**config.mk**
```make
export PLATFORM = sky130hd
export DESIGN_NAME = rtcbf_front
export DESIGN_NICKNAME = d
export VERILOG_FILES = /design/src/design/rigid_transform_crop_box_filter_top_macros.svh /design/src/design/rtcbf_pkg.sv /design/src/design/rtcbf_front.sv
export SDC_FILE = /design/constraint.sdc
export NUM_CORES = 1
export LEC_CHECK = 0
export BUFFER_PORTS_ARGS = -buffer_cell sky130_fd_sc_hd__buf_2
export CAP_MARGIN = 0
export CORE_MARGIN = 2
export CORE_UTILIZATION = 47
export DETAILED_ROUTE_END_ITERATION = 6
export PLACE_DENSITY = 0.9
export SLEW_MARGIN = 10
export SYNTH_ARGS = -nofsm -noshare
export SYNTH_HDL_FRONTEND = slang
export SYNTH_SLANG_ARGS = --single-unit
export TNS_END_PERCENT = 50
```
**constraint.sdc**
```tcl
create_clock -name aclk -period 19 [get_ports aclk]
set_input_delay 2.85 -clock aclk [delete_from_list [all_inputs] [get_ports aclk]]
set_output_delay 2.85 -clock aclk [all_outputs]
set_load 0.01 [all_outputs]
```
**src/design/rigid_transform_crop_box_filter_top_macros.svh**
```systemverilog
// Assertion macros for the rigid-transform crop box filter.
// Used by the top level only; no other dependencies.
`ifndef RIGID_TRANSFORM_CROP_BOX_FILTER_TOP_MACROS_SVH
`define RIGID_TRANSFORM_CROP_BOX_FILTER_TOP_MACROS_SVH

// The condition must never hold outside reset.
`define RTCBF_ASSERT_NEVER(label, clk, rstn, cond) \
    label: assert property (@(posedge clk) disable iff (!rstn) !(cond)) \
        else $error("assertion failed: forbidden condition");

// The consequent must hold in the same cycle as the antecedent.
`define RTCBF_ASSERT_IMPLY(label, clk, rstn, ante, cons) \
    label: assert property (@(posedge clk) disable iff (!rstn) (ante) |-> (cons)) \
        else $error("assertion failed: implication");

// The consequent must hold in the cycle after the antecedent.
`define RTCBF_ASSERT_NEXT(label, clk, rstn, ante, cons) \
    label: assert property (@(posedge clk) disable iff (!rstn) (ante) |=> (cons)) \
        else $error("assertion failed: next-cycle implication");

`endif

```
**src/design/rtcbf_pkg.sv**
```systemverilog
// Shared constants, types and helper functions of the crop box filter.
// No dependencies; every module of the block imports this package.
`timescale 1ns / 1ps

package rtcbf_pkg;

    localparam int COORD_WIDTH     = 32;
    localparam int QUAT_WIDTH      = 16;
    localparam int COUNT_WIDTH     = 32;
    localparam int OUT_COUNT_WIDTH = 32;

    localparam int CFG_DATA_WIDTH  = 64;
    localparam int CFG_INDEX_WIDTH = 3;

    localparam int QFRAC      = QUAT_WIDTH - 1;
    localparam int CFRAC      = 2 * QFRAC;
    localparam int QPROD_WIDTH = 2 * QUAT_WIDTH;
    localparam int COEF_WIDTH = 2 * QUAT_WIDTH + 2;
    localparam int COEF_LO    = (COEF_WIDTH + 1) / 2;
    localparam int COEF_HI    = COEF_WIDTH - COEF_LO;
    localparam int PH_WIDTH   = COEF_HI + COORD_WIDTH;
    localparam int PL_WIDTH   = COEF_LO + 1 + COORD_WIDTH;
    localparam int PROD_WIDTH = COEF_WIDTH + COORD_WIDTH;
    localparam int SUM_WIDTH  = PROD_WIDTH + 2;
    localparam int AXIS_WIDTH = SUM_WIDTH - CFRAC;
    localparam int TEST_WIDTH = AXIS_WIDTH + 1;

    localparam logic signed [COEF_WIDTH-1:0] COEF_ONE =
        {{(COEF_WIDTH - CFRAC - 1){1'b0}}, 1'b1, {CFRAC{1'b0}}};

    localparam int S_TDATA_WIDTH = ((3 * COORD_WIDTH + 7) / 8) * 8;
    localparam int S_TUSER_WIDTH = 1;
    localparam int M_TDATA_WIDTH = ((3 * OUT_COUNT_WIDTH + 7) / 8) * 8;
    localparam int VERDICT_WIDTH = 2;
    localparam int M_TUSER_WIDTH = VERDICT_WIDTH;

    localparam logic [VERDICT_WIDTH-1:0] VERDICT_KEPT      = VERDICT_WIDTH'(0);
    localparam logic [VERDICT_WIDTH-1:0] VERDICT_REMOVED   = VERDICT_WIDTH'(1);
    localparam logic [VERDICT_WIDTH-1:0] VERDICT_NONFINITE = VERDICT_WIDTH'(2);

    localparam logic [CFG_INDEX_WIDTH-1:0] REG_QUAT    = CFG_INDEX_WIDTH'(0);
    localparam logic [CFG_INDEX_WIDTH-1:0] REG_TRANS_X = CFG_INDEX_WIDTH'(1);
    localparam logic [CFG_INDEX_WIDTH-1:0] REG_TRANS_Y = CFG_INDEX_WIDTH'(2);
    localparam logic [CFG_INDEX_WIDTH-1:0] REG_TRANS_Z = CFG_INDEX_WIDTH'(3);
    localparam logic [CFG_INDEX_WIDTH-1:0] REG_BOX_X   = CFG_INDEX_WIDTH'(4);
    localparam logic [CFG_INDEX_WIDTH-1:0] REG_BOX_Y   = CFG_INDEX_WIDTH'(5);
    localparam logic [CFG_INDEX_WIDTH-1:0] REG_BOX_Z   = CFG_INDEX_WIDTH'(6);

    localparam logic [CFG_DATA_WIDTH-1:0] QUAT_RESET = 64'h7FFF_0000_0000_0000;

    localparam int SETTLE_CYCLES = 2;
    localparam int SETTLE_WIDTH  = $clog2(SETTLE_CYCLES + 1);

    localparam int FIFO_DEPTH       = 4;
    localparam int FIFO_PTR_WIDTH   = $clog2(FIFO_DEPTH);
    localparam int FIFO_COUNT_WIDTH = $clog2(FIFO_DEPTH + 1);

    typedef struct packed {
        logic signed [COORD_WIDTH-1:0] x;
        logic signed [COORD_WIDTH-1:0] y;
        logic signed [COORD_WIDTH-1:0] z;
        logic                          nonfinite;
        logic                          last;
    } point_t;

    typedef struct packed {
        logic [2:0][2:0][COEF_WIDTH-1:0] coef;
        logic [2:0][COORD_WIDTH-1:0]     trans;
        logic [2:0][COORD_WIDTH-1:0]     lim_lo;
        logic [2:0][COORD_WIDTH-1:0]     lim_hi;
        logic                            busy;
    } xform_t;

    function automatic logic signed [QUAT_WIDTH-1:0] quat_field(
        input logic [CFG_DATA_WIDTH-1:0] v,
        input int                        k
    );
        logic [2*CFG_DATA_WIDTH-1:0] ext;
        ext = {{CFG_DATA_WIDTH{1'b0}}, v};
        return ext[k*QUAT_WIDTH +: QUAT_WIDTH];
    endfunction

    function automatic logic [COORD_WIDTH-1:0] limit_field(
        input logic [CFG_DATA_WIDTH-1:0] v,
        input int                        k
    );
        logic [2*CFG_DATA_WIDTH-1:0] ext;
        ext = {{CFG_DATA_WIDTH{1'b0}}, v};
        return ext[k*COORD_WIDTH +: COORD_WIDTH];
    endfunction

    function automatic logic [COUNT_WIDTH-1:0] bump(input logic [COUNT_WIDTH-1:0] c);
        return (&c) ? c : c + COUNT_WIDTH'(1);
    endfunction

endpackage

```
**src/design/rtcbf_front.sv**
```systemverilog
// Input stage: accepts points, marks non-finite ones and feeds the queue.
// Depends on rtcbf_pkg.
`timescale 1ns / 1ps

module rtcbf_front (
    input  logic                                aclk,
    input  logic                                aresetn,
    input  logic                                s_tvalid,
    output logic                                s_tready,
    input  logic [rtcbf_pkg::S_TDATA_WIDTH-1:0] s_tdata,  // coord_x, coord_y, coord_z
    input  logic [rtcbf_pkg::S_TUSER_WIDTH-1:0] s_tuser,  // not_finite
    input  logic                                s_tlast,
    input  logic                                busy,
    input  logic                                full,
    output logic                                push,
    output rtcbf_pkg::point_t                   push_item
);
    import rtcbf_pkg::*;

    logic   front_valid_reg;
    point_t item_reg;
    point_t item_next;
    logic   accept;

    assign s_tready = !busy && (!front_valid_reg || !full);
    assign accept   = s_tvalid && s_tready;
    assign push     = front_valid_reg && !full;

    // Non-finite points get their verdict without the box test, so their coordinates are zeroed.
    always_comb begin
        item_next.nonfinite = s_tuser[0];
        item_next.last      = s_tlast;
        if (s_tuser[0]) begin
            item_next.x = '0;
            item_next.y = '0;
            item_next.z = '0;
        end else begin
            item_next.x = s_tdata[0*COORD_WIDTH +: COORD_WIDTH];
            item_next.y = s_tdata[1*COORD_WIDTH +: COORD_WIDTH];
            item_next.z = s_tdata[2*COORD_WIDTH +: COORD_WIDTH];
        end
    end

    always_ff @(posedge aclk) begin
        if (!aresetn) begin
            front_valid_reg <= 1'b0;
        end else if (accept) begin
            front_valid_reg <= 1'b1;
        end else if (push) begin
            front_valid_reg <= 1'b0;
        end
    end

    always_ff @(posedge aclk) begin
        if (accept) begin
            item_reg <= item_next;
        end
    end

    assign push_item = item_reg;

endmodule

```
==> results.toml, run 1 <==
[synthesis]
ys_seq_area_share_pct = 80.6
syn_avg_cell_area_sq_um = 17.4
synth_cell_types = 10
yosys_warnings = 0
netlist_area_sq_um = 3670
syn_nets = 314
synth-seq-cells = 99
synthCells = 211

[worst_setup_path]
crit_path_max_fanout = 4
end_kind = "output port"
crit_arrival_ns = 3.26
reg2reg_slack_ns = 17.15
critPathLaunchType = "input pin"
critPathKind = "input pin to output port"
required_ns = 16.15

[pwr]
p_leak_nw = 2.07
power_w = 0.000438
ir_drop_uv = 55.5
p_seq_share_pct = 58.2
switching_share_pct = 21.1
power.internal_w = 0.000345
switchingPower_w = 0.0000924
pwr-share-comb_pct = 9.2
powerDensity_nw_per_um2 = 88.0
clock_power_share_pct = 32.6

[floorplanning]
die_h_um = 92.4
rows = 32
die-area_sq_um = 8540
start_util_pct = 48.1
io_pins = 203
design.core.area_sq_um = 7650
die_w_um = 92.4

[placed_design]
post_dp_cell_area_sq_um = 4760
numPortBuffers = 202
gp_congestion = 0.718

[sta]
setup_viol = 0
post-route-period-util_pct = 32.1
hold_viol = 0
rsz0062_at_grt = "false"
fin_crit_ns = 6.11
max_freq_mhz = 164
timing.slew.headroom_pct = 20.1
setup_tns_ns = 0
holdWs_ns = 0.548
fin_skew_ns = 0.00511
final-max-slew-violation-count = 0
worst_slew_pin_slew_ns = 1.20

[global_route]
grt_pass1_vias = 2307
grt-ovfl-total = 0
globalRouteTotalUtil_pct = 17.0
grt_max_degree = 99
antenna_found_initial = 1
grt_pass1_wl_um = 11000

[detailed_routing]
routed_wl_um = 7340
drcViolationCount = 0
first_pass_iters = 4
dr.first_iter.drc_count = 86
vias_per_cell = 4.49
num_vias = 2349
drtAntennaViolNets = 0
wl_per_cell_um = 14.0

[cts]
numCtsBuffers = 9
clk_latency_ns = 0.35
cts-root-buf = "clkbuf_8"
clk_pin_slew_ns = 0.09
postCtsResizedCells = 0
post_cts_buffers = 0
tritoncts = "built"
htreeDepth = 3
clk_path_buf_depth = 2
cts_sinks = 99
hold_buffers = 0

[finish]
nFillCells = 575
fin_nets = 518
final_common_cell = "buf_2"
largest_reg_flops = 98
mostFrequentLayoutCells = "201 x buf_2, 98 x edfxtp_1, 97 x nor2b_1"
syn2layout_area_growth_pct = 35.4
fin_area_sq_um = 4980
drive_above_1_share_pct = 52.1

[flow_run]
cap_violations = 0

[status]
outcome = "finished clean"

[min_path]
holdCritPathClass = "flip-flop to flip-flop"
[metal layers]
metal,GRT usage (%),part of all wire [%],up-vias
met3,5.13,9.3,12
met1,18.9,36,1082
met4,7.21,1.6,0
met5,0,0,-
met2,30.4,53,117
li1,-,-,1138
[worst paths after layout]
path	start	to	cells after the start
worst max-delay path	full	s_tready	3
worst min-delay path	front_valid_reg	front_valid_reg	2
worst max register to register	front_valid_reg	push_item[19]	2
worst min register to register	front_valid_reg	front_valid_reg	2
[stage by stage]
stage,worst slack [ns],cells,utilization (%)
after floorplan,10.67,211,-
after global placement,12.90,506,62.2
after detailed placement,12.90,506,62.2
after CTS,12.89,522,65.0
after global routing,12.88,522,65.0
final,12.89,523,65.1
[power groups by stage]
stage                     combinational (W)  clock, W  sequential, W
final                             0.0000404  0.000143       0.000255
after global routing              0.0000443  0.000154       0.000256
after CTS                         0.0000411  0.000146       0.000255
after detailed placement          0.0000410         0       0.000260
after global placement            0.0000396         0       0.000260
after floorplan                   0.0000138         0       0.000267
[kinds of logic (layout without fill, tap and decap cells)]
logic type	Yosys count	in the layout	share of synthesized area, %
other	0	1	0
buffers and inverters	10	219	2.11
DFF	99	99	80.6
AOI/OAI and AO/OA	3	3	0.477
and+or+nand+nor	99	99	16.8
[critical path, stage by stage]
cell and delay [ns]:
buf_2 0.13, a21oi_1 0.13, buf_2 0.14
[Yosys cell counts, drive strengths merged]
cell / number / area, sq um
nand2: 1 / 3.75
dfxtp: 1 / 20.0
a21boi: 1 / 7.51
nand2b: 1 / 6.26
a21oi: 2 / 10.0
nor2b: 97 / 607
edfxtp: 98 / 2940
buf: 10 / 77.6
[cell type report]
| class | instances | area, sq um | area share, % |
|---|---|---|---|
| timing repair buffer | 203 | 1020 | 20.5 |
| tap | 102 | 128 | 2.56 |
| clock buffer | 9 | 124 | 2.49 |
| multi-input combinational | 102 | 646 | 13.0 |
| sequential | 99 | 2960 | 59.5 |
| clock inverter | 7 | 92.6 | 1.86 |
| antenna | 1 | 2.50 | 0.0503 |
Power figures use the tool's default switching activity.
==> inputs of run 2 (changes only) <==
CORE_UTILIZATION = 44   (was 47)
PLACE_DENSITY = 0.85   (was 0.9)
clock period = 6.25 ns   (was 19 ns; I/O delays follow)
==> results.toml, run 2 (synthesized netlist as in run 1, its figures left out) <==
[global_route]
grt_max_degree = 98
grt_pass1_vias = 2143
antenna_found_initial = 0
grt-ovfl-total = 0
globalRouteTotalUtil_pct = 15.5
grt_pass1_wl_um = 10400

[pwr]
power_w = 0.00125
switching_share_pct = 22.2
switchingPower_w = 0.000278
powerDensity_nw_per_um2 = 253
ir_drop_uv = 147
p_seq_share_pct = 61.9
clock_power_share_pct = 28.2
pwr-share-comb_pct = 9.9
p_leak_nw = 2.05
power.internal_w = 0.000973

[detailed_routing]
first_pass_iters = 4
drtAntennaViolNets = 0
wl_per_cell_um = 13.8
routed_wl_um = 7270
drcViolationCount = 0
dr.first_iter.drc_count = 33
vias_per_cell = 4.47
num_vias = 2352

[cts]
clk_latency_ns = 0.35
postCtsResizedCells = 0
cts_sinks = 99
numCtsBuffers = 9
tritoncts = "built"
post_cts_buffers = 0
htreeDepth = 3
clk_path_buf_depth = 2
cts-root-buf = "clkbuf_8"
hold_buffers = 0
clk_pin_slew_ns = 0.08

[placed_design]
numPortBuffers = 202
dp_hpwl_um = 5320
post_dp_cell_area_sq_um = 4770
gp_congestion = 0.707
dp_slack_ns = 3.95

[floorplanning]
die-area_sq_um = 9100
start_util_pct = 44.9
design.core.area_sq_um = 8180
die_w_um = 95.4
die_h_um = 95.4
io_pins = 203
rows = 33

[worst_setup_path]
crit_path_max_fanout = 4
max_stage_delay_ns = 0.14
cp_num_buf_inv = 2
required_ns = 5.31
crit_arrival_ns = 1.35
end_kind = "output port"
crit_chain = "buf_2 > a21oi_1 > buf_2"
cp_slowest_cell = "a21oi_1"
crit_path_frequent_cell = "buf_2"
crit_family = "buffers and inverters"
critPathLaunchType = "input pin"
critPathKind = "input pin to output port"

[sta]
setup_tns_ns = 0
fin_skew_ns = 0.0131
setup_slack_ns = 3.96
worst_slew_pin_slew_ns = 0.899
post-route-period-util_pct = 36.7
final-max-slew-violation-count = 0
fin_crit_ns = 2.29
rsz0062_at_grt = "false"
setup_viol = 0
hold_viol = 0
timing.slew.headroom_pct = 40.1
max_freq_mhz = 436

[finish]
syn2layout_area_growth_pct = 34.4
final_common_cell = "buf_2"
fin_area_sq_um = 4940
final_util_pct = 60.4
fin_nets = 519
n_antenna_cell = 0
largest_reg_flops = 98
mostFrequentLayoutCells = "201 x buf_2, 98 x edfxtp_1, 97 x nor2b_1"
drive_above_1_share_pct = 52.0

[status]
outcome = "finished clean"

[flow_run]
cap_violations = 0

[min_path]
holdCritPathClass = "flip-flop to flip-flop"
[run 2: power groups by stage]
stage,Sequential [W],Combinational [W],Clock [W]
global route,0.000778,0.000136,0.000393
floorplan,0.000810,0.0000420,0
detailed placement,0.000791,0.000125,0
CTS,0.000776,0.000126,0.000367
global placement,0.000790,0.000121,0
finish,0.000775,0.000123,0.000353
[run 2: area by class of cell]
cell class / instances / area (sq um)
multi-input cells: 102 / 646
clock inverters: 5 / 38.8
repair buffers: 204 / 1030
clock buffers: 11 / 131
fillers: 685 / 3240
flip-flops and latches: 99 / 2960
well taps: 105 / 131
[run 2: path summary, 6_finish.rpt]
kind,slack (ns),depth (start not counted),from,endpoint
worst max-delay path,3.96,3,full,s_tready
worst min-delay path,0.56,2,front_valid_reg,front_valid_reg
worst max register to register,4.83,2,front_valid_reg,push_item[59]
worst min register to register,0.56,2,front_valid_reg,front_valid_reg
[run 2: per-layer routing]
layer  wire length, um  vias up  track usage [%]
li1                  -     1138                -
met1              2820     1084             18.4
met2              3600      124             25.1
met3               770        6             7.04
met4                72        0             5.00
met5                 0        -                0
[run 2: tightest hold or removal path, stage by stage, from the launching register on]
cell	delay, ns
dfxtp_1	0.37
nand2_1	0.08
a21boi_0	0.07
[run 2: per-stage QoR]
step	std cells	hold WS, ns
final	526	0.557
after global routing	526	0.606
after CTS	526	0.556
after detailed placement	510	0.548
after global placement	510	0.506
after floorplan	211	0.474
