===== src/design/rigid_transform_crop_box_filter_top_macros.svh =====
// Assertion macros for the rigid-transform crop box filter.
// Used by the top level only; no other dependencies.
`ifndef RIGID_TRANSFORM_CROP_BOX_FILTER_TOP_MACROS_SVH
`define RIGID_TRANSFORM_CROP_BOX_FILTER_TOP_MACROS_SVH

// The condition must never hold outside reset.
`define RTCBF_ASSERT_NEVER(label, clk, rstn, cond) \
    label: assert property (@(posedge clk) disable iff (!rstn) !(cond)) \
        else $error("assertion failed: forbidden condition");

// The consequent must hold in the same cycle as the antecedent.
`define RTCBF_ASSERT_IMPLY(label, clk, rstn, ante, cons) \
    label: assert property (@(posedge clk) disable iff (!rstn) (ante) |-> (cons)) \
        else $error("assertion failed: implication");

// The consequent must hold in the cycle after the antecedent.
`define RTCBF_ASSERT_NEXT(label, clk, rstn, ante, cons) \
    label: assert property (@(posedge clk) disable iff (!rstn) (ante) |=> (cons)) \
        else $error("assertion failed: next-cycle implication");

`endif


===== src/design/rtcbf_pkg.sv =====
// Shared constants, types and helper functions of the crop box filter.
// No dependencies; every module of the block imports this package.
`timescale 1ns / 1ps

package rtcbf_pkg;

    localparam int COORD_WIDTH     = 32;
    localparam int QUAT_WIDTH      = 16;
    localparam int COUNT_WIDTH     = 32;
    localparam int OUT_COUNT_WIDTH = 32;

    localparam int CFG_DATA_WIDTH  = 64;
    localparam int CFG_INDEX_WIDTH = 3;

    localparam int QFRAC      = QUAT_WIDTH - 1;
    localparam int CFRAC      = 2 * QFRAC;
    localparam int QPROD_WIDTH = 2 * QUAT_WIDTH;
    localparam int COEF_WIDTH = 2 * QUAT_WIDTH + 2;
    localparam int COEF_LO    = (COEF_WIDTH + 1) / 2;
    localparam int COEF_HI    = COEF_WIDTH - COEF_LO;
    localparam int PH_WIDTH   = COEF_HI + COORD_WIDTH;
    localparam int PL_WIDTH   = COEF_LO + 1 + COORD_WIDTH;
    localparam int PROD_WIDTH = COEF_WIDTH + COORD_WIDTH;
    localparam int SUM_WIDTH  = PROD_WIDTH + 2;
    localparam int AXIS_WIDTH = SUM_WIDTH - CFRAC;
    localparam int TEST_WIDTH = AXIS_WIDTH + 1;

    localparam logic signed [COEF_WIDTH-1:0] COEF_ONE =
        {{(COEF_WIDTH - CFRAC - 1){1'b0}}, 1'b1, {CFRAC{1'b0}}};

    localparam int S_TDATA_WIDTH = ((3 * COORD_WIDTH + 7) / 8) * 8;
    localparam int S_TUSER_WIDTH = 1;
    localparam int M_TDATA_WIDTH = ((3 * OUT_COUNT_WIDTH + 7) / 8) * 8;
    localparam int VERDICT_WIDTH = 2;
    localparam int M_TUSER_WIDTH = VERDICT_WIDTH;

    localparam logic [VERDICT_WIDTH-1:0] VERDICT_KEPT      = VERDICT_WIDTH'(0);
    localparam logic [VERDICT_WIDTH-1:0] VERDICT_REMOVED   = VERDICT_WIDTH'(1);
    localparam logic [VERDICT_WIDTH-1:0] VERDICT_NONFINITE = VERDICT_WIDTH'(2);

    localparam logic [CFG_INDEX_WIDTH-1:0] REG_QUAT    = CFG_INDEX_WIDTH'(0);
    localparam logic [CFG_INDEX_WIDTH-1:0] REG_TRANS_X = CFG_INDEX_WIDTH'(1);
    localparam logic [CFG_INDEX_WIDTH-1:0] REG_TRANS_Y = CFG_INDEX_WIDTH'(2);
    localparam logic [CFG_INDEX_WIDTH-1:0] REG_TRANS_Z = CFG_INDEX_WIDTH'(3);
    localparam logic [CFG_INDEX_WIDTH-1:0] REG_BOX_X   = CFG_INDEX_WIDTH'(4);
    localparam logic [CFG_INDEX_WIDTH-1:0] REG_BOX_Y   = CFG_INDEX_WIDTH'(5);
    localparam logic [CFG_INDEX_WIDTH-1:0] REG_BOX_Z   = CFG_INDEX_WIDTH'(6);

    localparam logic [CFG_DATA_WIDTH-1:0] QUAT_RESET = 64'h7FFF_0000_0000_0000;

    localparam int SETTLE_CYCLES = 2;
    localparam int SETTLE_WIDTH  = $clog2(SETTLE_CYCLES + 1);

    localparam int FIFO_DEPTH       = 4;
    localparam int FIFO_PTR_WIDTH   = $clog2(FIFO_DEPTH);
    localparam int FIFO_COUNT_WIDTH = $clog2(FIFO_DEPTH + 1);

    typedef struct packed {
        logic signed [COORD_WIDTH-1:0] x;
        logic signed [COORD_WIDTH-1:0] y;
        logic signed [COORD_WIDTH-1:0] z;
        logic                          nonfinite;
        logic                          last;
    } point_t;

    typedef struct packed {
        logic [2:0][2:0][COEF_WIDTH-1:0] coef;
        logic [2:0][COORD_WIDTH-1:0]     trans;
        logic [2:0][COORD_WIDTH-1:0]     lim_lo;
        logic [2:0][COORD_WIDTH-1:0]     lim_hi;
        logic                            busy;
    } xform_t;

    function automatic logic signed [QUAT_WIDTH-1:0] quat_field(
        input logic [CFG_DATA_WIDTH-1:0] v,
        input int                        k
    );
        logic [2*CFG_DATA_WIDTH-1:0] ext;
        ext = {{CFG_DATA_WIDTH{1'b0}}, v};
        return ext[k*QUAT_WIDTH +: QUAT_WIDTH];
    endfunction

    function automatic logic [COORD_WIDTH-1:0] limit_field(
        input logic [CFG_DATA_WIDTH-1:0] v,
        input int                        k
    );
        logic [2*CFG_DATA_WIDTH-1:0] ext;
        ext = {{CFG_DATA_WIDTH{1'b0}}, v};
        return ext[k*COORD_WIDTH +: COORD_WIDTH];
    endfunction

    function automatic logic [COUNT_WIDTH-1:0] bump(input logic [COUNT_WIDTH-1:0] c);
        return (&c) ? c : c + COUNT_WIDTH'(1);
    endfunction

endpackage


===== src/design/rtcbf_queue.sv =====
// Short point queue between the input stage and the transform pipeline.
// Depends on rtcbf_pkg.
`timescale 1ns / 1ps

module rtcbf_queue (
    input  logic              aclk,
    input  logic              aresetn,
    input  logic              push,
    input  rtcbf_pkg::point_t push_item,
    input  logic              pop,
    output rtcbf_pkg::point_t head,
    output logic              full,
    output logic              empty
);
    import rtcbf_pkg::*;

    point_t                      mem_reg [FIFO_DEPTH];
    logic [FIFO_PTR_WIDTH-1:0]   wptr_reg;
    logic [FIFO_PTR_WIDTH-1:0]   rptr_reg;
    logic [FIFO_COUNT_WIDTH-1:0] count_reg;
    logic [FIFO_COUNT_WIDTH-1:0] count_next;

    function automatic logic [FIFO_PTR_WIDTH-1:0] wrap_inc(input logic [FIFO_PTR_WIDTH-1:0] p);
        return (p == FIFO_PTR_WIDTH'(FIFO_DEPTH - 1)) ? '0 : p + FIFO_PTR_WIDTH'(1);
    endfunction

    assign full  = (count_reg == FIFO_COUNT_WIDTH'(FIFO_DEPTH));
    assign empty = (count_reg == '0);
    assign head  = mem_reg[rptr_reg];

    always_comb begin
        count_next = count_reg;
        if (push && !pop) begin
            count_next = count_reg + FIFO_COUNT_WIDTH'(1);
        end else if (pop && !push) begin
            count_next = count_reg - FIFO_COUNT_WIDTH'(1);
        end
    end

    always_ff @(posedge aclk) begin
        if (!aresetn) begin
            wptr_reg  <= '0;
            rptr_reg  <= '0;
            count_reg <= '0;
        end else begin
            count_reg <= count_next;
            if (push) begin
                wptr_reg <= wrap_inc(wptr_reg);
            end
            if (pop) begin
                rptr_reg <= wrap_inc(rptr_reg);
            end
        end
    end

    always_ff @(posedge aclk) begin
        if (push) begin
            mem_reg[wptr_reg] <= push_item;
        end
    end

endmodule


===== config.mk =====
export PLATFORM = sky130hd
export DESIGN_NAME = rtcbf_queue
export DESIGN_NICKNAME = d
export VERILOG_FILES = /design/src/design/rigid_transform_crop_box_filter_top_macros.svh /design/src/design/rtcbf_pkg.sv /design/src/design/rtcbf_queue.sv
export SDC_FILE = /design/constraint.sdc
export NUM_CORES = 1
export LEC_CHECK = 0
export BUFFER_PORTS_ARGS = -buffer_cell sky130_fd_sc_hd__clkbuf_2
export CAP_MARGIN = 40
export CORE_MARGIN = 2
export CORE_UTILIZATION = 35
export CTS_CLUSTER_SIZE = 8
export DETAILED_ROUTE_END_ITERATION = 8
export SLEW_MARGIN = 20
export SYNTH_ARGS = -nofsm -noshare
export SYNTH_HDL_FRONTEND = slang
export SYNTH_SLANG_ARGS = --single-unit
export TNS_END_PERCENT = 10

===== constraint.sdc =====
create_clock -name aclk -period 6.3 [get_ports aclk]
set_input_delay 0.315 -clock aclk [delete_from_list [all_inputs] [get_ports aclk]]
set_output_delay 0.315 -clock aclk [all_outputs]
set_load 0.005 [all_outputs]

==> impl_metrics.py, run 1 <==
metrics = {
    "job": {
        "cap_violations": 0,
    },
    "logic_synthesis": {
        "syn_avg_cell_area_sq_um": 26.2,
        "synth_warnings": 0,
        "synth.area.top_cells": "edfxtp_1, mux4_2, dfxtp_1, ha_1, buf_2",
        "syn-cell-area_sq_um": 14600,
        "synthCells": 556,
        "synth_nets": 665,
        "yosysUniqueCellTypes": 22,
        "yosysSeqAreaShare_pct": 82.0,
        "yosysTopAreaCell": "edfxtp_1",
        "ys_ff_latch": 401,
        "yosysTopAreaCellShare_pct": 80.8,
    },
    "global_route": {
        "grt_max_degree": 53,
        "grt_busiest_layer": "met2",
        "met1_usage_pct": 16.7,
        "grt_antenna_before_repair": 2,
        "grt_pass1_vias": 7727,
        "use_met3_pct": 4.92,
        "grt_usage_pct": 13.3,
        "grt_util_met2_pct": 21.8,
        "grt_remaining_overflow": 0,
        "grt_pass1_wl_um": 44400,
    },
    "finish": {
        "final_core_utilization_pct": 45.9,
        "fin_nets": 1012,
        "largest_reg_flops": 392,
        "drive_above_1_share_pct": 40.5,
        "seq_area_sq_um": 12000,
        "fillers": 3438,
        "multiInputGateArea_sq_um": 2480,
        "area_growth_pct": 28.9,
        "layoutNonFillerInstCount": 1459,
    },
    "cts": {
        "cts_num_sinks": 401,
        "cts_buffer_depth": 3,
        "clk_pin_slew_ns": 0.05,
        "tritoncts": "built",
        "clockRootBuffer": "clkbuf_16",
        "clk_latency_ns": 0.57,
        "cts_made_buffers": 56,
        "post_cts_buffers": 0,
        "h-tree-depth": 2,
    },
    "power": {
        "sw_frac_of_total_pct": 20.4,
        "switchingPower_mw": 1.27,
        "p_int_mw": 4.94,
        "p_total_mw": 6.21,
        "p_per_area_nw_per_um2": 331,
        "pwr-share-comb_pct": 7.9,
        "leakagePower_nw": 6.41,
        "sequentialPowerShare_pct": 50.0,
        "clkPwrFrac_pct": 42.1,
        "peakVddDrop_mv": 0.236,
    },
    "outcome": {
        "status": "finished, final reports clean",
    },
    "placement": {
        "place.gp.congestion": 0.672,
        "portBuffers": 201,
        "dp_cells": 1277,
        "hpwl_um": 16300,
    },
    "drt": {
        "drtPass1Iterations": 4,
        "drtIter0Drc": 412,
        "vias_per_cell": 4.75,
        "ant_nets": 0,
        "post_drt_wl_per_cell_um": 19.4,
        "drc": 0,
        "drt_wl_total_um": 28300,
        "vias": 6927,
    },
    "floorplanning": {
        "core_region_area_sq_um": 40900,
        "io_pins": 202,
        "dieWidth_um": 208,
        "die_y_um": 208,
        "initial_core_util_pct": 35.6,
        "row_count": 74,
        "die_area_sq_um": 43300,
    },
    "worst_hold_path": {
        "min_path_type": "primary input to flop",
        "min_path_cells": 2,
    },
    "timing": {
        "grt_setup_unrepaired": "no",
        "period_needed_ns": 3.08,
        "clock_skew_ns": 0.0106,
        "worstMarginPinSlew_ns": 0.822,
        "setup_viol": 0,
        "slew_violations": 0,
        "fin_tns_setup_ns": 0,
        "post-route-period-util_pct": 48.9,
        "relSlewSlack_pct": 45.2,
        "clock.fmax_mhz": 325,
        "hold_viol": 0,
    },
    "critical_path": {
        "required_ns": 5.98,
        "max_stage_delay_ns": 0.80,
        "arrival_ns": 2.76,
        "cp-end-kind": "output port",
        "critPathTopFamily": "buffers and inverters",
        "ff2ff_path_depth": 5,
        "path_max_fanout": 52,
        "worst-path-stages": 3,
        "crit_chain": "buf_4, mux4_2, clkbuf_2",
        "slowest_stage": "dfxtp_4",
        "critPathBufInv": 2,
        "critical_path.startpoint_type": "flop",
        "critPathKind": "flop to output port",
    },
}
## metrics by stage
step / area (sq um) / worst slack [ns] / hold WS [ns]
6_report: 18800 / 3.22 / 0.0669
5_1_grt: 18800 / 2.96 / 0.0492
4_1_cts: 18700 / 2.98 / 0.0258
3_5_place_dp: 16200 / 3.61 / 0.509
3_3_place_gp: 16200 / 3.64 / 0.502
2_1_floorplan: 14600 / 3.02 / 0.414
## metal layers
metal,vias up,share of wire (%)
met4,2,2.2
li1,3085,-
met3,55,7.1
met5,-,0.039
met1,3606,42
met2,179,49
## area by class of cell
class	count	area share, %
Tap cell	532	3.54
Clock buffer	80	8.05
Multi-Input combinational cell	129	13.2
Clock inverter	1	0.0466
Sequential cell	401	63.6
Timing Repair Buffer	311	11.4
Antenna cell	1	0.0133
Inverter	4	0.0799
## power groups by stage
stage | sequential, mW | combinational (mW) | clock [mW]
detailed placement | 3.16 | 0.453 | 0
finish | 3.11 | 0.493 | 2.61
CTS | 3.11 | 0.505 | 2.70
global route | 3.12 | 0.541 | 2.81
global placement | 3.16 | 0.442 | 0
floorplan | 3.14 | 0.251 | 0
## repair_timing
action,4_1_cts,5_1_grt
gates resized for setup,0,0
setup endpoints to repair,0,0
hold buffers,98,0
hold endpoints to repair,392,0
## placed cells by master (no fill, tap or decap)
cell and n:
diode_2 1, dfxtp_4 2, clkinv_4 1, nor2b_1 5, dfxtp_1 7, buf_16 1
or3_1 1, nor3_1 2, clkbuf_16 57, clkbuf_2 201, and2_1 1, fa_1 1
dlygate4sd3_1 98, xor2_1 1, buf_4 7, clkbuf_1 23, xnor2_1 1, ha_1 6
inv_1 4, nor3b_1 1, mux4_2 98, buf_12 4, edfxtp_1 392, and2_4 4
o21ai_0 1, o21a_1 1, a21boi_0 1, mux2i_1 4, nor2_1 1
## worst register-to-register path, delay by kind of cell (launching register included)
| kind | cells | cell delay (ns) |
|---|---|---|
| AND/OR/NAND/NOR | 1 | 0.51 |
| flip-flops | 1 | 0.34 |
| adder cells (fa/ha/maj) | 1 | 0.15 |
| buffers and inverters | 3 | 1.04 |
## synth_stat cells (all sizes together)
cell type  number
buf            15
edfxtp        392
fa              1
and2            5
nor2            1
clkbuf          7
o21ai           1
inv             4
nor3            2
nor2b           5
xor2            1
nor3b           1
dfxtp           9
o21a            1
mux4           98
mux2i           4
ha              6
xnor2           1
a21boi          1
or3             1
## logic make-up (layout without fill, tap and decap cells)
family                   Yosys count  after routing  share of synthesized area (%)
AND/OR/NAND/NOR                   15             15                          0.618
buffers and inverters             26            396                           1.05
XOR/XNOR                           2              2                          0.120
other                              0              1                              0
adder cells (fa/ha/maj)            7              7                          0.652
multiplexers                     102            102                           15.4
flip-flops                       401            401                           82.0
AO/OA/AOI/OAI                      3              3                          0.137
## path summary, 6_finish.rpt
check / from / slack [ns] / to
max: flop / 3.22 / head[79]
min reg2reg: count_reg[2] / 0.53 / count_reg[2]
max reg2reg: wptr_reg[0] / 3.93 / mem_reg[0][77]
min: aresetn / 0.07 / count_reg[2]
No activity file was read; power rests on OpenSTA's default activity.
==> run 2: changes to the inputs <==
Settings changed: ABC_AREA set to 1.
Clock period 6.3 ns to 2.5 ns, I/O delays scaled along.
==> impl_metrics.py, run 2 <==
metrics = {
    "drt": {
        "drc": 0,
        "ant_nets": 0,
        "drt_wl_total_um": 34900,
        "vias": 9453,
        "drtIter0Drc": 584,
        "drtPass1Iterations": 4,
        "vias_per_cell": 5.03,
        "post_drt_wl_per_cell_um": 18.6,
    },
    "logic_synthesis": {
        "netlist_top_cells_count": "edfxtp_1, nor2_1, o21ai_0",
        "synth_flop_cell": "edfxtp_1",
        "yosysUniqueCellTypes": 23,
        "synth_nets": 1116,
        "ys_async_sr_fraction_pct": 0,
        "synthCells": 1007,
        "syn_avg_cell_area_sq_um": 14.9,
        "synth.area.top_cells": "edfxtp_1, nor2_1, o21ai_0, o22ai_1, o21ai_1",
        "syn-cell-area_sq_um": 15000,
        "yosysTopAreaCellShare_pct": 78.6,
        "synth_edf_count": 392,
        "yosysTopAreaCell": "edfxtp_1",
        "yosysMostFrequentCell": "edfxtp_1",
        "yosysSeqAreaShare_pct": 79.8,
        "synth_warnings": 0,
        "ys_ff_latch": 401,
    },
    "cts": {
        "tritoncts": "built",
        "post_cts_buffers": 0,
        "cts-resized-gates": 0,
        "cts_made_buffers": 56,
        "cts_num_sinks": 401,
        "h-tree-depth": 2,
        "clk_latency_ns": 0.58,
        "cts_buffer_depth": 3,
        "clk_pin_slew_ns": 0.05,
        "clockRootBuffer": "clkbuf_16",
    },
    "floorplanning": {
        "row_count": 75,
        "core_region_area_sq_um": 42000,
        "dieWidth_um": 211,
        "die_y_um": 211,
        "initial_core_util_pct": 35.6,
        "die_area_sq_um": 44400,
        "io_pins": 202,
    },
    "finish": {
        "seq_area_sq_um": 12000,
        "layoutNonFillerInstCount": 1879,
        "drive_above_1_share_pct": 21.7,
        "largest_reg_flops": 392,
        "multiInputGateArea_sq_um": 2550,
        "layout_common_cells": "edfxtp_1, nor2_1, clkbuf_2, o21ai_0, dlygate4sd3_1",
        "fin_nets": 1434,
        "area_growth_pct": 27.7,
        "layout_commonest_cell": "edfxtp_1",
        "fillers": 3697,
    },
    "timing": {
        "clock_skew_ns": 0.0235,
        "period_needed_ns": 2.38,
        "hold_viol": 0,
        "grt_setup_unrepaired": "yes",
        "setup_viol": 0,
        "clock.fmax_mhz": 421,
        "fin_tns_setup_ns": 0,
        "slew_violations": 0,
        "worstMarginPinSlew_ns": 0.504,
        "relSlewSlack_pct": 66.4,
        "post-route-period-util_pct": 95.1,
    },
    "power": {
        "p_per_area_nw_per_um2": 829,
        "leakagePower_nw": 6.78,
        "pwr-share-comb_pct": 9.5,
        "switchingPower_mw": 3.54,
        "peakVddDrop_mv": 0.581,
        "p_total_mw": 15.9,
        "sequentialPowerShare_pct": 49.0,
        "clkPwrFrac_pct": 41.5,
        "sw_frac_of_total_pct": 22.3,
        "p_int_mw": 12.3,
    },
    "critical_path": {
        "critical_path.startpoint_type": "flop",
        "critPathKind": "flop to output port",
        "required_ns": 2.38,
        "path_max_fanout": 46,
        "arrival_ns": 2.25,
        "cp-end-kind": "output port",
    },
    "global_route": {
        "grt_antenna_before_repair": 2,
        "grt_pass1_wl_um": 53600,
        "grt_remaining_overflow": 0,
        "grt_max_degree": 99,
        "grt_pass1_vias": 9470,
        "grt_usage_pct": 15.7,
    },
    "worst_hold_path": {
        "min_path_type": "primary input to flop",
    },
    "placement": {
        "dp_cells": 1705,
        "place.gp.congestion": 0.717,
        "portBuffers": 201,
        "hpwl_um": 18900,
    },
    "job": {
        "cap_violations": 0,
    },
    "outcome": {
        "status": "finished, final reports clean",
    },
}
run 2: per-layer routing:
metal	wire length [um]	track usage (%)
met1	15500	21.0
met2	16600	25.5
met3	1900	3.23
met4	873	5.90
met5	13	0
run 2: per-stage QoR:
stage	utilization, %	hold WS [ns]	cell area, sq um	setup slack, ns
final	45.5	0.302	19100	0.124
after global routing	45.5	0.286	19100	-0.0636
after CTS	45.5	0.250	19100	0.0257
after detailed placement	39.5	0.346	16600	0.677
after global placement	39.5	0.343	16600	0.694
after floorplan	-	0.224	15000	-0.424
run 2: cell families after synthesis:
| logic type | synth area share, % |
|---|---|
| fa+ha+maj | 0.635 |
| buf+inv | 3.10 |
| xor+xnor | 0.0585 |
| simple gates | 5.52 |
| compound gates | 10.8 |
| flops | 79.8 |
run 2: what timing repair did:
action | in CTS | in global routing
endpoints found under the setup margin | 0 | 7
endpoints found under the hold margin | 401 | 0
hold buffers | 101 | 0
run 2: final cells by class:
type | count | area share (%)
repair buffers | 324 | 12.3
clock inverters | 5 | 0.157
multi-input cells | 526 | 13.4
well taps | 539 | 3.53
clock buffers | 67 | 7.66
flip-flops and latches | 401 | 62.5
inverters | 16 | 0.406
diodes | 1 | 0.0131
run 2: path summary, 6_finish.rpt:
kind              slack [ns]  cells past startpoint             end         start
setup / recovery        0.12                      4        head[17]          flop
hold / removal          0.30                      2   mem_reg[0][2]  push_item[2]
setup reg to reg        0.84                      5  mem_reg[2][28]   wptr_reg[0]
hold reg to reg         0.53                      2     wptr_reg[1]   wptr_reg[1]
run 2: power groups by stage:
stage	registers, mW	logic, mW	clock network (mW)
floorplan	7.90	0.719	0
global placement	7.89	1.37	0
detailed placement	7.90	1.39	0
CTS	7.77	1.53	6.77
global route	7.79	1.66	7.04
finish	7.77	1.50	6.58
run 2: critical path, stage by stage (launching register included):
cell      delay, ns
dfxtp_4        0.53
buf_4          0.47
o21ai_0        0.16
o22ai_1        0.30
clkbuf_2       0.18
==> run 3: changes to the inputs <==
Settings changed: CTS_CLUSTER_SIZE 8 to not set.
Clock period 2.5 ns to 2.9 ns, I/O delays scaled along.
==> impl_metrics.py, run 3 (synthesis gave the netlist of run 2 again) <==
metrics = {
    "outcome": {
        "status": "finished, final reports clean",
    },
    "global_route": {
        "grt_pass1_wl_um": 51400,
        "grt_usage_pct": 15.0,
        "grt_max_degree": 197,
        "grt_remaining_overflow": 0,
        "grt_pass1_vias": 9019,
        "grt_antenna_before_repair": 2,
    },
    "drt": {
        "drtPass1Iterations": 5,
        "vias": 9239,
        "post_drt_wl_per_cell_um": 18.0,
        "vias_per_cell": 4.93,
        "ant_nets": 0,
        "drt_wl_total_um": 33800,
        "drc": 0,
        "drtIter0Drc": 540,
    },
    "finish": {
        "area_growth_pct": 26.0,
        "largest_reg_flops": 392,
        "layout_commonest_cell": "edfxtp_1",
        "layoutNonFillerInstCount": 1875,
        "layout_common_cells": "edfxtp_1, nor2_1, clkbuf_2, o21ai_0, dlygate4sd3_1",
        "fin_nets": 1414,
        "drive_above_1_share_pct": 20.9,
    },
    "worst_hold_path": {
        "min_to": "mem_reg[0][21]",
        "hp-start": "push_item[21]",
        "min_path_type": "primary input to flop",
        "min_path_cells": 2,
    },
    "power": {
        "p_int_mw": 10.1,
        "p_total_mw": 13.1,
        "pwr-share-comb_pct": 9.8,
        "sw_frac_of_total_pct": 22.6,
        "clkPwrFrac_pct": 39.0,
        "p_per_area_nw_per_um2": 692,
        "leakagePower_nw": 6.63,
        "peakVddDrop_mv": 0.369,
        "sequentialPowerShare_pct": 51.2,
        "switchingPower_mw": 2.95,
    },
    "critical_path": {
        "critical_path.startpoint_type": "flop",
        "arrival_ns": 2.25,
        "ff2ff_path_depth": 5,
        "required_ns": 2.76,
        "critPathKind": "flop to output port",
        "slowest_stage": "buf_12",
        "cp-end-kind": "output port",
        "r2r_slack_ns": 1.16,
        "timing.rr.end": "mem_reg[1][69]",
        "crit_chain": "buf_12, o21ai_0, o22ai_1, clkbuf_2",
        "critPathBufInv": 2,
        "path_max_fanout": 196,
        "max_stage_delay_ns": 0.56,
        "r2r-start": "wptr_reg[1]",
        "critPathTopFamily": "buffers and inverters",
    },
    "timing": {
        "setup_viol": 0,
        "clock.fmax_mhz": 417,
        "clock_skew_ns": 0.00888,
        "whs_ns": 0.357,
        "fin_tns_setup_ns": 0,
        "worstMarginPinSlew_ns": 0.876,
        "relSlewSlack_pct": 41.6,
        "period_needed_ns": 2.40,
        "slew_violations": 0,
        "post-route-period-util_pct": 82.6,
        "grt_setup_unrepaired": "no",
        "final.setup.worst_slack_ns": 0.504,
        "hold_viol": 0,
    },
    "cts": {
        "cts_made_buffers": 42,
        "clk_latency_ns": 0.54,
        "cts_num_sinks": 401,
        "clk_pin_slew_ns": 0.06,
        "clockRootBuffer": "clkbuf_16",
        "postCtsHoldBufs": 101,
        "cts-resized-gates": 0,
        "post_cts_buffers": 0,
        "cts_buffer_depth": 3,
        "tritoncts": "built",
        "h-tree-depth": 2,
    },
    "placement": {
        "portBuffers": 201,
        "place.gp.congestion": 0.716,
        "hpwl_um": 18100,
        "dp_cells": 1699,
        "dp_slack_ns": 1.05,
    },
    "floorplanning": {
        "dieWidth_um": 211,
        "core_region_area_sq_um": 42000,
        "die_y_um": 211,
        "initial_core_util_pct": 35.6,
        "die_area_sq_um": 44400,
        "row_count": 75,
        "io_pins": 202,
    },
    "job": {
        "cap_violations": 0,
    },
}
run 3: cell count changes in the layout (fill, tap and decap cells not counted), sizes merged:
cell,change
inv,-2
clkinv,+11
clkinvlp,+4
buf,-6
bufinv,+2
clkbuf,-14
diode,+1
run 3: through the flow:
stage | util [%] | instance area [sq um]
4_1_cts | 44.9 | 18900
3_5_place_dp | 39.3 | 16500
5_1_grt | 44.9 | 18900
6_report | 44.9 | 18900
2_1_floorplan | - | 15000
3_3_place_gp | 39.3 | 16500
run 3: worst max path at each step:
stage	end	cells after the start	from	slack, ns
floorplan	mem_reg[2][0]	4	wptr_reg[0]	-0.02
global placement	head[9]	4	flop	1.07
detailed placement	head[9]	4	flop	1.05
CTS	head[19]	4	flop	0.45
global route	head[48]	4	flop	0.31
finish	head[59]	4	flop	0.50
run 3: final cells by class:
cell class                      count  area, sq um
Multi-Input combinational cell    526         2550
Timing Repair Buffer              318         2290
Fill cell                        3750        23200
Clock inverter                     20          150
Sequential cell                   401        12000
Clock buffer                       53         1160
Inverter                           16         77.6
Tap cell                          539          674
Antenna cell                        2         5.00
run 3: metal layers:
layer  wire length, um  track usage [%]
met5                 0                0
met3              2360             4.21
met1             15100             20.3
met4               655             4.27
met2             15600             23.9
run 3: power groups by stage:
stage,clock network (mW),logic (mW),registers (mW)
2_1_floorplan,0,0.620,6.81
4_1_cts,5.24,1.31,6.68
3_3_place_gp,0,1.17,6.80
3_5_place_dp,0,1.19,6.80
5_1_grt,5.45,1.42,6.70
6_report,5.10,1.28,6.68
